==> config.mk <==
export PLATFORM = sky130hd
export DESIGN_NAME = integer_to_roman_numeral_core
export DESIGN_NICKNAME = d
export VERILOG_FILES = /design/src/rtl/core/irn_pkg.sv /design/src/rtl/core/irn_front.sv /design/src/rtl/core/irn_queue.sv /design/src/rtl/core/irn_back.sv /design/src/rtl/core/integer_to_roman_numeral_core.sv
export SDC_FILE = /design/constraint.sdc
export NUM_CORES = 1
export LEC_CHECK = 0
export BUFFER_PORTS_ARGS = -buffer_cell sky130_fd_sc_hd__buf_2
export CAP_MARGIN = 20
export CORE_MARGIN = 2
export CORE_UTILIZATION = 55
export DETAILED_ROUTE_END_ITERATION = 16
export HOLD_SLACK_MARGIN = 0.03
export PLACE_DENSITY = 0.74
export SYNTH_ARGS = -nofsm -noshare
export SYNTH_HDL_FRONTEND = slang
export SYNTH_SLANG_ARGS = --single-unit
export TNS_END_PERCENT = 20
==> constraint.sdc <==
create_clock -name i_clk -period 5.85 [get_ports i_clk]
set_clock_uncertainty 0.1 [all_clocks]
set_input_delay 1.17 -clock i_clk [delete_from_list [all_inputs] [get_ports i_clk]]
set_output_delay 1.17 -clock i_clk [all_outputs]
set_load 0.01 [all_outputs]
==> src/rtl/core/irn_pkg.sv <==
// Shared types, constants and pair tables for the Roman numeral encoder.
// No dependencies; imported by every module of the core.
package irn_pkg;

    localparam int VALUE_W   = 16;
    localparam int REST_W    = 12;
    localparam int CHAR_W    = 8;
    localparam int PAIR_N    = 13;
    localparam int PAIR_IDX_W = $clog2(PAIR_N);

    localparam logic [VALUE_W-1:0] MAX_VALUE = VALUE_W'(3999);
    localparam logic [CHAR_W-1:0]  NO_CHAR   = '0;

    typedef logic [REST_W-1:0]     t_rest;
    typedef logic [CHAR_W-1:0]     t_char;
    typedef logic [PAIR_IDX_W-1:0] t_pair_idx;

    // One classified word between the front and the back end.
    typedef struct packed {
        logic  err;
        t_rest value;
    } t_job;

    localparam t_rest PAIR_WEIGHT [PAIR_N] = '{
        REST_W'(1000), REST_W'(900), REST_W'(500), REST_W'(400), REST_W'(100),
        REST_W'(90),   REST_W'(50),  REST_W'(40),  REST_W'(10),  REST_W'(9),
        REST_W'(5),    REST_W'(4),   REST_W'(1)
    };

    localparam t_char PAIR_FIRST [PAIR_N] = '{
        "M", "C", "D", "C", "C", "X", "L", "X", "X", "I", "V", "I", "I"
    };

    // NO_CHAR marks a single-character pair.
    localparam t_char PAIR_SECOND [PAIR_N] = '{
        NO_CHAR, "M", NO_CHAR, "D", NO_CHAR, "C", NO_CHAR, "L", NO_CHAR, "X",
        NO_CHAR, "V", NO_CHAR
    };

    // Largest pair whose weight fits in the remainder (remainder is non-zero).
    function automatic t_pair_idx pick_pair(input t_rest rest);
        t_pair_idx idx;
        idx = t_pair_idx'(PAIR_N - 1);
        for (int i = PAIR_N - 1; i >= 0; i--) begin
            if (rest >= PAIR_WEIGHT[i]) begin
                idx = t_pair_idx'(i);
            end
        end
        return idx;
    endfunction

endpackage

==> src/rtl/core/irn_front.sv <==
// Front end: takes command words, range-checks them and holds one classified job.
// Depends on irn_pkg.
module irn_front (
    input  logic          i_clk,
    input  logic          i_rst_n,
    input  logic          start,
    output logic          busy,
    input  logic [15:0]   i_value,
    output logic          o_push,
    output irn_pkg::t_job o_job,
    input  logic          i_q_full
);
    import irn_pkg::*;

    logic r_hold;
    t_job r_job;
    logic accept;
    logic out_of_range;

    assign o_push       = r_hold && !i_q_full;
    assign busy         = r_hold && i_q_full;
    assign accept       = start && !busy;
    assign out_of_range = (i_value == '0) || (i_value > MAX_VALUE);
    assign o_job        = r_job;

    always_ff @(posedge i_clk) begin
        if (!i_rst_n) begin
            r_hold <= 1'b0;
        end else if (accept) begin
            r_hold <= 1'b1;
        end else if (o_push) begin
            r_hold <= 1'b0;
        end
    end

    always_ff @(posedge i_clk) begin
        if (accept) begin
            r_job.err   <= out_of_range;
            r_job.value <= i_value[REST_W-1:0];
        end
    end

endmodule

==> src/rtl/core/irn_queue.sv <==
// Two-entry job queue between the front and the back end.
// Depends on irn_pkg.
module irn_queue (
    input  logic          i_clk,
    input  logic          i_rst_n,
    input  logic          i_push,
    input  irn_pkg::t_job i_job,
    input  logic          i_pop,
    output irn_pkg::t_job o_job,
    output logic          o_empty,
    output logic          o_full
);
    import irn_pkg::*;

    t_job       r_mem [2];
    logic       r_wr_ptr;
    logic       r_rd_ptr;
    logic [1:0] r_count;
    logic       do_push;
    logic       do_pop;

    assign o_empty = (r_count == 2'd0);
    assign o_full  = (r_count == 2'd2);
    assign do_push = i_push && !o_full;
    assign do_pop  = i_pop && !o_empty;
    assign o_job   = r_mem[r_rd_ptr];

    always_ff @(posedge i_clk) begin
        if (!i_rst_n) begin
            r_wr_ptr <= 1'b0;
            r_rd_ptr <= 1'b0;
            r_count  <= 2'd0;
        end else begin
            if (do_push) begin
                r_wr_ptr <= !r_wr_ptr;
            end
            if (do_pop) begin
                r_rd_ptr <= !r_rd_ptr;
            end
            case ({do_push, do_pop})
                2'b10:   r_count <= r_count + 2'd1;
                2'b01:   r_count <= r_count - 2'd1;
                default: r_count <= r_count;
            endcase
        end
    end

    always_ff @(posedge i_clk) begin
        if (do_push) begin
            r_mem[r_wr_ptr] <= i_job;
        end
    end

endmodule

==> src/rtl/core/irn_back.sv <==
// Back end: greedy encoder, one numeral character per cycle on a strobe while a job is active.
// Depends on irn_pkg.
module irn_back (
    input  logic          i_clk,
    input  logic          i_rst_n,
    input  irn_pkg::t_job i_job,
    input  logic          i_q_empty,
    output logic          o_pop,
    output logic          o_strobe,
    output logic [7:0]    o_symbol_char,
    output logic          o_last,
    output logic          o_range_error
);
    import irn_pkg::*;

    logic      r_active;
    logic      r_pend;
    t_char     r_pend_char;
    t_rest     r_rest;
    logic      r_strobe;
    t_char     r_char;
    logic      r_last;
    logic      r_err;

    t_pair_idx pair;
    t_rest     rest_sub;

    assign o_pop    = !r_active && !i_q_empty;
    assign pair     = pick_pair(r_rest);
    assign rest_sub = r_rest - PAIR_WEIGHT[pair];

    assign o_strobe      = r_strobe;
    assign o_symbol_char = r_char;
    assign o_last        = r_last;
    assign o_range_error = r_err;

    always_ff @(posedge i_clk) begin
        if (!i_rst_n) begin
            r_active <= 1'b0;
            r_pend   <= 1'b0;
            r_strobe <= 1'b0;
        end else begin
            if (!r_active) begin
                r_strobe <= o_pop && i_job.err;
                if (o_pop) begin
                    if (i_job.err) begin
                        // Out of range: one error word, nothing to encode
                        r_char   <= NO_CHAR;
                        r_last   <= 1'b1;
                        r_err    <= 1'b1;
                    end else begin
                        r_active <= 1'b1;
                        r_rest   <= i_job.value;
                    end
                end
            end else if (r_pend) begin
                // Second half of a subtractive pair; remainder already reduced
                r_strobe <= 1'b1;
                r_char   <= r_pend_char;
                r_last   <= (r_rest == '0);
                r_err    <= 1'b0;
                r_pend   <= 1'b0;
                r_active <= (r_rest != '0);
            end else begin
                r_strobe <= 1'b1;
                r_char   <= PAIR_FIRST[pair];
                r_err    <= 1'b0;
                r_rest   <= rest_sub;
                if (PAIR_SECOND[pair] != NO_CHAR) begin
                    r_pend      <= 1'b1;
                    r_pend_char <= PAIR_SECOND[pair];
                    r_last      <= 1'b0;
                end else begin
                    r_last   <= (rest_sub == '0);
                    r_active <= (rest_sub != '0);
                end
            end
        end
    end

endmodule

==> src/rtl/core/integer_to_roman_numeral_core.sv <==
// Integer to Roman numeral encoder: top level joining front end, queue and back end.
// Depends on irn_pkg, irn_front, irn_queue and irn_back.
//
// Issue a value on i_value with start while busy is low. Each value yields a run of
// ASCII numeral characters, one per o_strobe pulse, with o_last on the final one;
// 0 or anything above 3999 yields a single word with o_range_error and o_last set
// and a zero character. The receiver cannot stall: every strobe must be taken in
// its cycle. The back end's encoder emits one character per cycle while a job is
// active and loads each job from the queue before its first character, while an
// error word is emitted in the cycle after it is popped; a two-entry queue and one
// front-end register let up to three further values be issued while a run is in
// progress, after which busy holds off start until the encoder frees a slot.
module integer_to_roman_numeral_core (
    input  logic        i_clk,
    input  logic        i_rst_n,
    input  logic        start,
    output logic        busy,
    input  logic [15:0] i_value,
    output logic        o_strobe,
    output logic [7:0]  o_symbol_char,
    output logic        o_last,
    output logic        o_range_error
);
    import irn_pkg::*;

    logic push;
    t_job front_job;
    t_job head_job;
    logic q_full;
    logic q_empty;
    logic pop;

    irn_front u_front (
        .i_clk    (i_clk),
        .i_rst_n  (i_rst_n),
        .start    (start),
        .busy     (busy),
        .i_value  (i_value),
        .o_push   (push),
        .o_job    (front_job),
        .i_q_full (q_full)
    );

    irn_queue u_queue (
        .i_clk   (i_clk),
        .i_rst_n (i_rst_n),
        .i_push  (push),
        .i_job   (front_job),
        .i_pop   (pop),
        .o_job   (head_job),
        .o_empty (q_empty),
        .o_full  (q_full)
    );

    irn_back u_back (
        .i_clk         (i_clk),
        .i_rst_n       (i_rst_n),
        .i_job         (head_job),
        .i_q_empty     (q_empty),
        .o_pop         (pop),
        .o_strobe      (o_strobe),
        .o_symbol_char (o_symbol_char),
        .o_last        (o_last),
        .o_range_error (o_range_error)
    );

endmodule
After elaboration in Yosys (flattened, before gate mapping). Memory sizes are Yosys's and may differ from the RTL's. A register that Yosys moved wholly into a read port is not among the register bits. Cells that the tools add are included.

Memory bits (read-only): 448. Bits in latches: 0. Memories: 4. Bits in registers: 51. Input port bits: 19. Logic and storage cells: 116. RAM bits: 26.

Shift-type cells: 0. $lt $le $gt $ge: 14. Reductions and logical operators: 28. Mux-type cells: 46. Eq/ne operators: 5. $add $sub $neg: 3. Multipliers: 0. Bitwise logic cells: 2. Divide/modulo/power cells: 0.

Memories: (no name shown) (depth 16, bits a word 12, read ports 1, clocked after Yosys merged registers in 0, write ports 0, line irn_back.sv:30) `assign rest_sub = r_rest - PAIR_WEIGHT[pair];`; (no name shown) (depth 16, bits a word 8, read ports 1, clocked after Yosys merged registers in 0, write ports 0, line irn_back.sv:69) `if (PAIR_SECOND[pair] != NO_CHAR) begin`; (no name shown) (depth 16, bits a word 8, read ports 1, clocked after Yosys merged registers in 0, write ports 0, line irn_back.sv:66) `r_char <= PAIR_FIRST[pair];`; u_queue.r_mem (depth 2, bits a word 13, read ports 1, clocked after Yosys merged registers in 1, write ports 1, line irn_queue.sv:15) `t_job r_mem [2];`.

Operators by type and width (count): 12-bit 2-to-1 mux (6); 8-bit 2-to-1 mux (8); 4-bit 2-to-1 mux (8); 12-bit by 10-bit greater-or-equal comparator with 1-bit output (second input constant) (2); 12-bit by 3-bit greater-or-equal comparator with 1-bit output (second input constant) (2); 12-bit by 4-bit greater-or-equal comparator with 1-bit output (second input constant) (2); 12-bit by 6-bit greater-or-equal comparator with 1-bit output (second input constant) (2); 12-bit by 7-bit greater-or-equal comparator with 1-bit output (second input constant) (2); 12-bit by 9-bit greater-or-equal comparator with 1-bit output (second input constant) (2); 12-bit logical NOT (2); 12-bit nonzero test (2); 1-bit 2-to-1 mux (19); 16-bit by 12-bit greater-than comparator with 1-bit output (second input constant) (1); 16-bit logical NOT (1); 3-bit 2-to-1 mux (4); 12-bit subtractor (1); 4-bit AND reduction (2); 2-bit nonzero test (4); 8-bit nonzero test (1); 1-bit logical AND (7); 1-bit logical NOT (6); 5-bit greater-or-equal comparator (second input constant) (1); 4-bit NOT with 5-bit output (1); 2-bit == test (second input constant) (2); other kinds (9) (10).

Depth between registers and ports, before layout. Gate-level depths: netlist of run 1.

Depth in word-level cells: 22. Depth in mapped cells: 19. Mapped depth without buffers: 18.

Hierarchy. Synthesis of run 1 repeated with hierarchy kept, for this count alone.

Cells, all modules: 335. Area, all modules: 3958.8 um2.

By module, submodules not included: irn_back (cells each 243, times used 1, area each 2298.5 um2); irn_queue (cells each 66, times used 1, area each 1168.6 um2); irn_front (cells each 26, times used 1, area each 491.7 um2).

Least setup slack after synthesis of run 1. OpenSTA, ideal clock, no wires.

Kind: register to register. Start: reg u_back.r_rest[5]. End: reg u_back.r_last (netlist: u_back.o_last), data pin. Library setup time: 260 ps. Cell stages (with the launch flop): 19. Path buffers: 0. Arrival time: 3932 ps. Setup slack: 1558 ps. Period minus slack after synthesis: 4292 ps. Cells stage by stage: edfxtp_1 > or3_4 > nor3_2 > nor2_1 > a211oi_2 > a21boi_2 > inv_1 > ha_1 > nor2_1 > nor2_1 > ha_1 > fa_1 > nor2b_1 > o211ai_1 > a22oi_1 > mux2_2 > o21bai_1 > nor4_2 > nand2b_1.

Cells in the longest elaborated chain, start to end: 22. Elaborated cells between the ends (all ways): 38.

RTL lines: start, declared (line irn_back.sv:19) `t_rest r_rest;`; start signal, assigned (line irn_back.sv:53) `r_rest <= i_job.value;`; start signal, assigned (line irn_back.sv:68) `r_rest <= rest_sub;`; 12-bit by 3-bit greater-or-equal comparator with 1-bit output (line irn_pkg.sv:45) `if (rest >= PAIR_WEIGHT[i]) begin`; 3-bit 2-to-1 mux (4 in a row) (line irn_pkg.sv:45); 4-bit 2-to-1 mux (8 in a row) (line irn_pkg.sv:45); 4-bit NOT with 5-bit output (not written as such) (line irn_back.sv:30, irn_back.sv:69); memory read 16 x 12 bit; 12-bit 2-to-1 mux (not written as such) (2 in a row) (line irn_back.sv:30); 12-bit subtractor (line irn_back.sv:30); 12-bit logical NOT (line irn_back.sv:74) `r_last <= (rest_sub == '0);`; 1-bit 2-to-1 mux (line irn_back.sv:69); 1-bit 2-to-1 mux * (line irn_back.sv:56) `end else if (r_pend) begin`; 1-bit 2-to-1 mux * (line irn_back.sv:43) `if (!r_active) begin`; end signal, assigned (line irn_back.sv:60) `r_last <= (r_rest == '0);`; end signal, assigned (line irn_back.sv:74); end, declared (line irn_back.sv:22) `logic r_last;`.

Mark *: on every way between the ends. The rest lies on a longest branch, timed or not. The select of a mux whose other input is x is not followed. A chain may end at the register's enable or synchronous reset.

Final worst setup path of run 1.
Start: reg u_back.r_rest[11]. End: reg u_back.r_last (netlist: u_back.o_last), data pin.

The elaborated chain is that of the path after synthesis.

==> run metrics, run 1 <==
Max stage delay on crit path=0.56 ns; worst-margin pin slew=0.923 ns; Comb power frac=31.2%; outcome=finished, final reports clean; Required @ worst endpoint=5.96 ns; FF+latch count, synth=74; placed insts=473; Worst VDD drop=0.213 mV; critical path cell sequence=nor3_2, nand3_1, nor2_1, o21bai_1, a21boi_2, inv_1, ha_1, nand2_1, a21oi_1, inv_1, ha_1, nor2b_1, o31ai_1, a211oi_1, a2111oi_0, nand4_1, nor4_2, nand2b_1; CTS Sinks=74; H-tree Lvls=3; initial antenna violation count=0; pin count of the biggest net entering global routing=29; Final Wtd Congestion=0.913; DP Area=0.00424 mm2; final net count=423; PostCTS Resize Cnt=0; Layout Cells excl Fill=491; Cell variety after synth=71; Hold Path Class=register to register; Max Slew Vio Count=0; sw frac=34.9%; Routed WL=8020 um; crit end category=register; final hold vios=0; crit path kind=register to register; Buf+Inv Stages, Crit Path=2; ANT nets after route=0; Reg clk slew, reported paths=0.08 ns; Post-Syn Area per Cell=11.3 um2; period utilization=83.3%; DRC viols=0; arrival time of the worst setup path=4.99 ns; WP depth=18; Global Route Usage Sum=21.1%; setup TNS=0 ns; synthesized area=0.00406 mm2; Reg2Reg Depth=18; Register Area=0.00213 mm2; Seq/Total Area, Yosys=52.5%; Clk Latency, worst-skew pair=0.34 ns; vias per cell=5.92; Worst setup SP type=register; RSZ-0062 raised after global routing=false; Port-buffer cells=28; CTS Buf Count=9; commonest non-fill, non-tap cell in the layout=edfxtp_1; Area growth, synth to finish=9.02%; final instance area=0.00443 mm2; # IOs=31; Post-synth top flop=edfxtp_1; Multi-input gate area=0.00178 mm2; Internal Power=1030 uW; global-route wire length before repair=13,600 um; Async SR Flop Fraction=0%; CTS tree=built; MaxCap Viol Count=0; Fmax=205 MHz; CTS max path bufs=2; Crit path max-delay family=simple AND/OR/NAND/NOR gates; pwr/cell area=359 mW/mm2; filler instances=608; sequential cell fraction of total power=47.2%; depth of the worst hold-timing path=0; Min Clock Period, post-route=4.88 ns; synth warn=0; ratio of cells with drive above 1 in the final layout=16.8%; max_slew headroom=38.3%; Sw Pwr=554 uW; number of global-route vias before repair=2,827; CTS Root Cell=clkbuf_8; number of synthesized flops with an enable pin=65; number of cell rows=31; Final Setup Violations=0; leakage power=0.00156 uW; Setup Buffers After CTS=0; Die Y-Extent=89.9 um; die area=0.00809 mm2; initial core utilization=56.3%; hpwl dp=5930 um; gr ovfl total=0; most frequent cells in the layout=edfxtp_1 (65), buf_2 (28), o21ai_0 (26), nor2_1 (25), nand2_1 (23); DRT iter0 DRCs=124; total core area=0.00721 mm2; via count=2,908; Synth Instances=359; Die Width=89.9 um; ANT cells=0; clock power share=21.6%; per-cell routed wire length=16.3 um; CTS hold repair buffers=0; Crit-path slowest cell=edfxtp_1; DR pass1 iterations=6; worst-path fanout max=7
## worst register-to-register path, stage by stage, from the launching register on
cell and delay, ns:
edfxtp_1 0.56, nor3_2 0.41, nand3_1 0.22, nor2_1 0.33, o21bai_1 0.13, a21boi_2 0.24
inv_1 0.11, ha_1 0.32, nand2_1 0.07, a21oi_1 0.22, inv_1 0.08, ha_1 0.27
nor2b_1 0.15, o31ai_1 0.46, a211oi_1 0.17, a2111oi_0 0.34, nand4_1 0.17, nor4_2 0.24
nand2b_1 0.15
## flip-flops by register name, indices dropped and copies added (netlist names), named ones only
| signal | flops |
|---|---|
| u_back.r_rest | 12 |
| u_back.o_strobe | 1 |
| u_back.o_range_error | 1 |
| u_queue.r_rd_ptr | 1 |
| u_queue.r_wr_ptr | 1 |
| u_back.r_pend | 1 |
| u_queue.r_mem | 26 |
| u_front.o_job | 13 |
| u_back.o_last | 1 |
| u_back.o_symbol_char | 6 |
| u_back.r_pend_char | 6 |
| u_back.r_active | 1 |
| u_queue.r_count | 2 |
| u_front.r_hold | 1 |
## cells in the mapped netlist (4+ instances only)
cell type / number / share of area [%]
xnor2_1: 5 / 1.1
edfxtp_1: 65 / 48
nand2_1: 23 / 2.1
a211oi_1: 8 / 1.5
nor2b_1: 7 / 1.1
nand2b_1: 4 / 0.62
o21ai_0: 26 / 3.2
mux2i_1: 11 / 2.7
dfxtp_1: 9 / 4.4
nor3_1: 5 / 0.62
clkbuf_1: 6 / 0.55
nand3_1: 13 / 1.6
inv_1: 13 / 1.2
and2_1: 11 / 1.7
o21ai_1: 4 / 0.49
o21a_1: 7 / 1.3
o211ai_1: 4 / 0.74
ha_1: 16 / 4.9
a21oi_1: 19 / 2.3
nor2_1: 25 / 2.3
or3_1: 6 / 0.92
nor4_1: 7 / 1.1
## worst paths after layout
kind	startpoint	to	slack, ns
setup / recovery	u_back.r_rest[11]	u_back.o_last	0.97
hold / removal	u_front.o_job[9]	u_queue.r_mem[1][9]	0.35
setup reg to reg	u_back.r_rest[11]	u_back.o_last	0.97
hold reg to reg	u_front.o_job[9]	u_queue.r_mem[1][9]	0.35
## power groups by stage
stage | clock network, uW | logic, uW | registers [uW]
4_1_cts | 348 | 491 | 749
3_5_place_dp | 0 | 490 | 760
6_report | 342 | 496 | 751
2_1_floorplan | 0 | 415 | 716
5_1_grt | 373 | 559 | 763
3_3_place_gp | 0 | 482 | 759
## per-stage QoR
step           util [%]  setup WS (ns)  total power (uW)  hold slack, ns
2_1_floorplan         -           1.56              1130           0.321
3_3_place_gp       58.8           1.05              1240           0.322
3_5_place_dp       58.8           1.04              1250           0.330
4_1_cts            61.1           1.03              1590           0.348
5_1_grt            61.4          0.467              1690           0.357
6_report           61.4          0.975              1590           0.346
## area by class of cell
type                       count  share of cell area [%]
tap                           99                    2.80
multi-input combinational    257                    40.3
clock inverter                 5                   0.876
sequential                    74                    48.1
timing repair buffer          31                    3.76
clock buffer                  11                    2.97
inverter                      14                    1.19
## metal layers
layer  vias up  GRT usage (%)  part of all wire, %
li1       1425              -                    -
met1      1370           25.9                   43
met2        96           36.2                   50
met3        17           4.11                  4.1
met4         0           9.62                  2.2
met5         -              0                    0
## cells by family (layout without fill, tap and decap cells)
group,count (synthesis),count (layout),share of synthesized area (%)
AOI/OAI and AO/OA,99,99,17.5
xor gates and xnor gates,6,6,1.29
adders and majority gates,17,17,5.42
buffers and inverters,29,61,3.70
DFF,74,74,52.5
muxes,13,13,3.26
other,1,2,0.0923
and+or+nand+nor,120,120,16.2
(Power assumes the default switching activity.)
==> run 2: changes to the inputs <==
CORE_UTILIZATION = 54   (was 55)
PLACE_DENSITY = 0.76   (was 0.74)
clock period = 4 ns   (was 5.85 ns; I/O delays follow)
==> run 2 against run 1 <==
The run now ends with setup timing left. Utilization grew 8.7 points. Critical endpoint unchanged. Design area grew 15%. Via count grew 7.6%. Power grew 69%. Sequential power grew 38%.
==> run metrics, run 2 (synthesis gave the netlist of run 1 again) <==
DP Area=0.00477 mm2; RSZ-0062 raised after global routing=true; CTS Buf Count=9; Final Setup Violations=5; die area=0.00823 mm2; DRC viols=0; per-cell routed wire length=15.8 um; setup TNS=-1.08 ns; Max Slew Vio Count=0; violated checks=setup timing; Final Wtd Congestion=0.962; ratio of cells with drive above 1 in the final layout=33.1%; CTS tree=built; pwr/cell area=529 mW/mm2; FF-to-FF End=u_back.o_last; Die Width=90.7 um; DRT iter0 DRCs=223; commonest non-fill, non-tap cell in the layout=buf_4; initial core utilization=56.0%; CTS Root Cell=clkbuf_8; arrival time of the worst setup path=4.39 ns; MaxCap Viol Count=0; Clk Latency, worst-skew pair=0.34 ns; Reg with most FFs=u_queue.r_mem; gr ovfl total=0; vias per cell=5.58; via count=3,129; CTS Sinks=74; worst r2r src=u_back.r_rest[5]; Setup crit end=u_back.o_last; crit end category=register; worst-margin pin slew=0.720 ns; leakage power=0.00194 uW; Max stage delay on crit path=0.47 ns; Final Util=70.1%; Layout Cells excl Fill=561; final setup margin=-0.400 ns; H-tree Lvls=3; placed insts=540; crit path kind=register to register; most frequent cells in the layout=buf_4 (73), edfxtp_1 (65), buf_2 (28), nor2_1 (25), o21ai_0 (24); worst setup path startpoint=u_back.r_rest[5]; Fmax=227 MHz; final instance area=0.00509 mm2; Global Route Usage Sum=22.4%; total core area=0.00725 mm2; critical path cell sequence=buf_4, nor3_2, buf_4, nand3_1, nor2_1, o21bai_1, a21boi_4, inv_2, ha_4, nor2_1, nor2_1, ha_2, fa_2, nor2b_2, o211ai_1, buf_4, a22oi_2, mux2_4, o21bai_1, nor4_2, nand2b_1; hpwl dp=6820 um; number of global-route vias before repair=3,126; Area growth, synth to finish=25.2%; Crit-path slowest cell=edfxtp_1; Hold Path Class=register to register; DR pass1 iterations=4; final hold vios=0; max FFs per register=26; Reg2Reg Depth=21; filler instances=548; CTS max path bufs=2; CTS hold repair buffers=0; worst-path fanout max=4; global-route wire length before repair=14,500 um; outcome=finished with violations; initial antenna violation count=0; Required @ worst endpoint=4.00 ns; final net count=493; Die Y-Extent=90.7 um; period utilization=110%; reg2reg setup slack=-0.40 ns; Worst setup SP type=register; max_slew headroom=51.9%; Worst VDD drop=0.379 mV; number of cell rows=31; # IOs=31; Routed WL=8860 um; pin count of the biggest net entering global routing=28; Port-buffer cells=28; ANT cells=0; Reg clk slew, reported paths=0.08 ns; Min Clock Period, post-route=4.40 ns; ANT nets after route=0
-- run 2: cell types whose count changed in the layout (fill, tap and decap cells not counted), sizes merged --
cell      previous run  this run
buf                 31       101
clkinv               4         2
inv                 14        17
clkinvlp             1         0
-- run 2: worst min-delay path by stage --
stage                     start                  end  slack (ns)  cells after the start
3_3_place_gp   u_front.o_job[4]  u_queue.r_mem[0][4]        0.32                      0
6_report       u_front.o_job[7]  u_queue.r_mem[1][7]        0.35                      0
2_1_floorplan  u_front.o_job[0]  u_queue.r_mem[0][0]        0.32                      0
4_1_cts        u_front.o_job[7]  u_queue.r_mem[1][7]        0.35                      0
5_1_grt        u_front.o_job[0]  u_queue.r_mem[1][0]        0.36                      0
3_5_place_dp   u_front.o_job[7]  u_queue.r_mem[0][7]        0.33                      0
-- run 2: final cells by class --
type / count / area [um2] / share of cell area, %
multi-input cells: 257 / 1890 / 37.1
clock inverters: 5 / 41.3 / 0.812
flip-flops and latches: 74 / 2130 / 41.9
clock buffers: 11 / 163 / 3.20
inverters: 14 / 52.6 / 1.03
repair buffers: 101 / 688 / 13.5
well taps: 99 / 124 / 2.44
-- run 2: repair_timing --
item	CTS	global route
setup buffers	2	1
setup endpoints to repair	7	8
pin swaps	5	3
resized for setup	11	5
-- run 2: report_power, final --
group          switching (uW)  leakage (uW)  internal (uW)  total, uW
clock network             290      0.000106            288        578
registers                68.9      0.000669            972       1040
logic                     552       0.00116            520       1070
-- run 2: per-stage QoR --
stage                     worst slack (ns)  power [uW]  hold WS [ns]
after floorplan                     -0.168        1660         0.321
after global placement              -0.335        2010         0.323
after detailed placement            -0.413        2040         0.330
after CTS                           -0.286        2660         0.350
after global routing                -0.587        2850         0.360
final                               -0.400        2690         0.350
-- run 2: layer usage --
layer / vias up / wire (um) / global-route usage (%)
li1: 1554 / - / -
met1: 1485 / 3740 / 26.8
met2: 75 / 4640 / 40.6
met3: 15 / 307 / 4.01
met4: 0 / 175 / 7.31
met5: - / 0 / 0
-- run 2: critical path, delay by kind of cell, from the launching register on --
| kind | cells | cell delay, ns |
|---|---|---|
| simple gates | 8 | 1.08 |
| mux | 1 | 0.32 |
| compound gates | 5 | 0.84 |
| flops | 1 | 0.47 |
| buf+inv | 4 | 0.56 |
| fa+ha+maj | 3 | 0.78 |
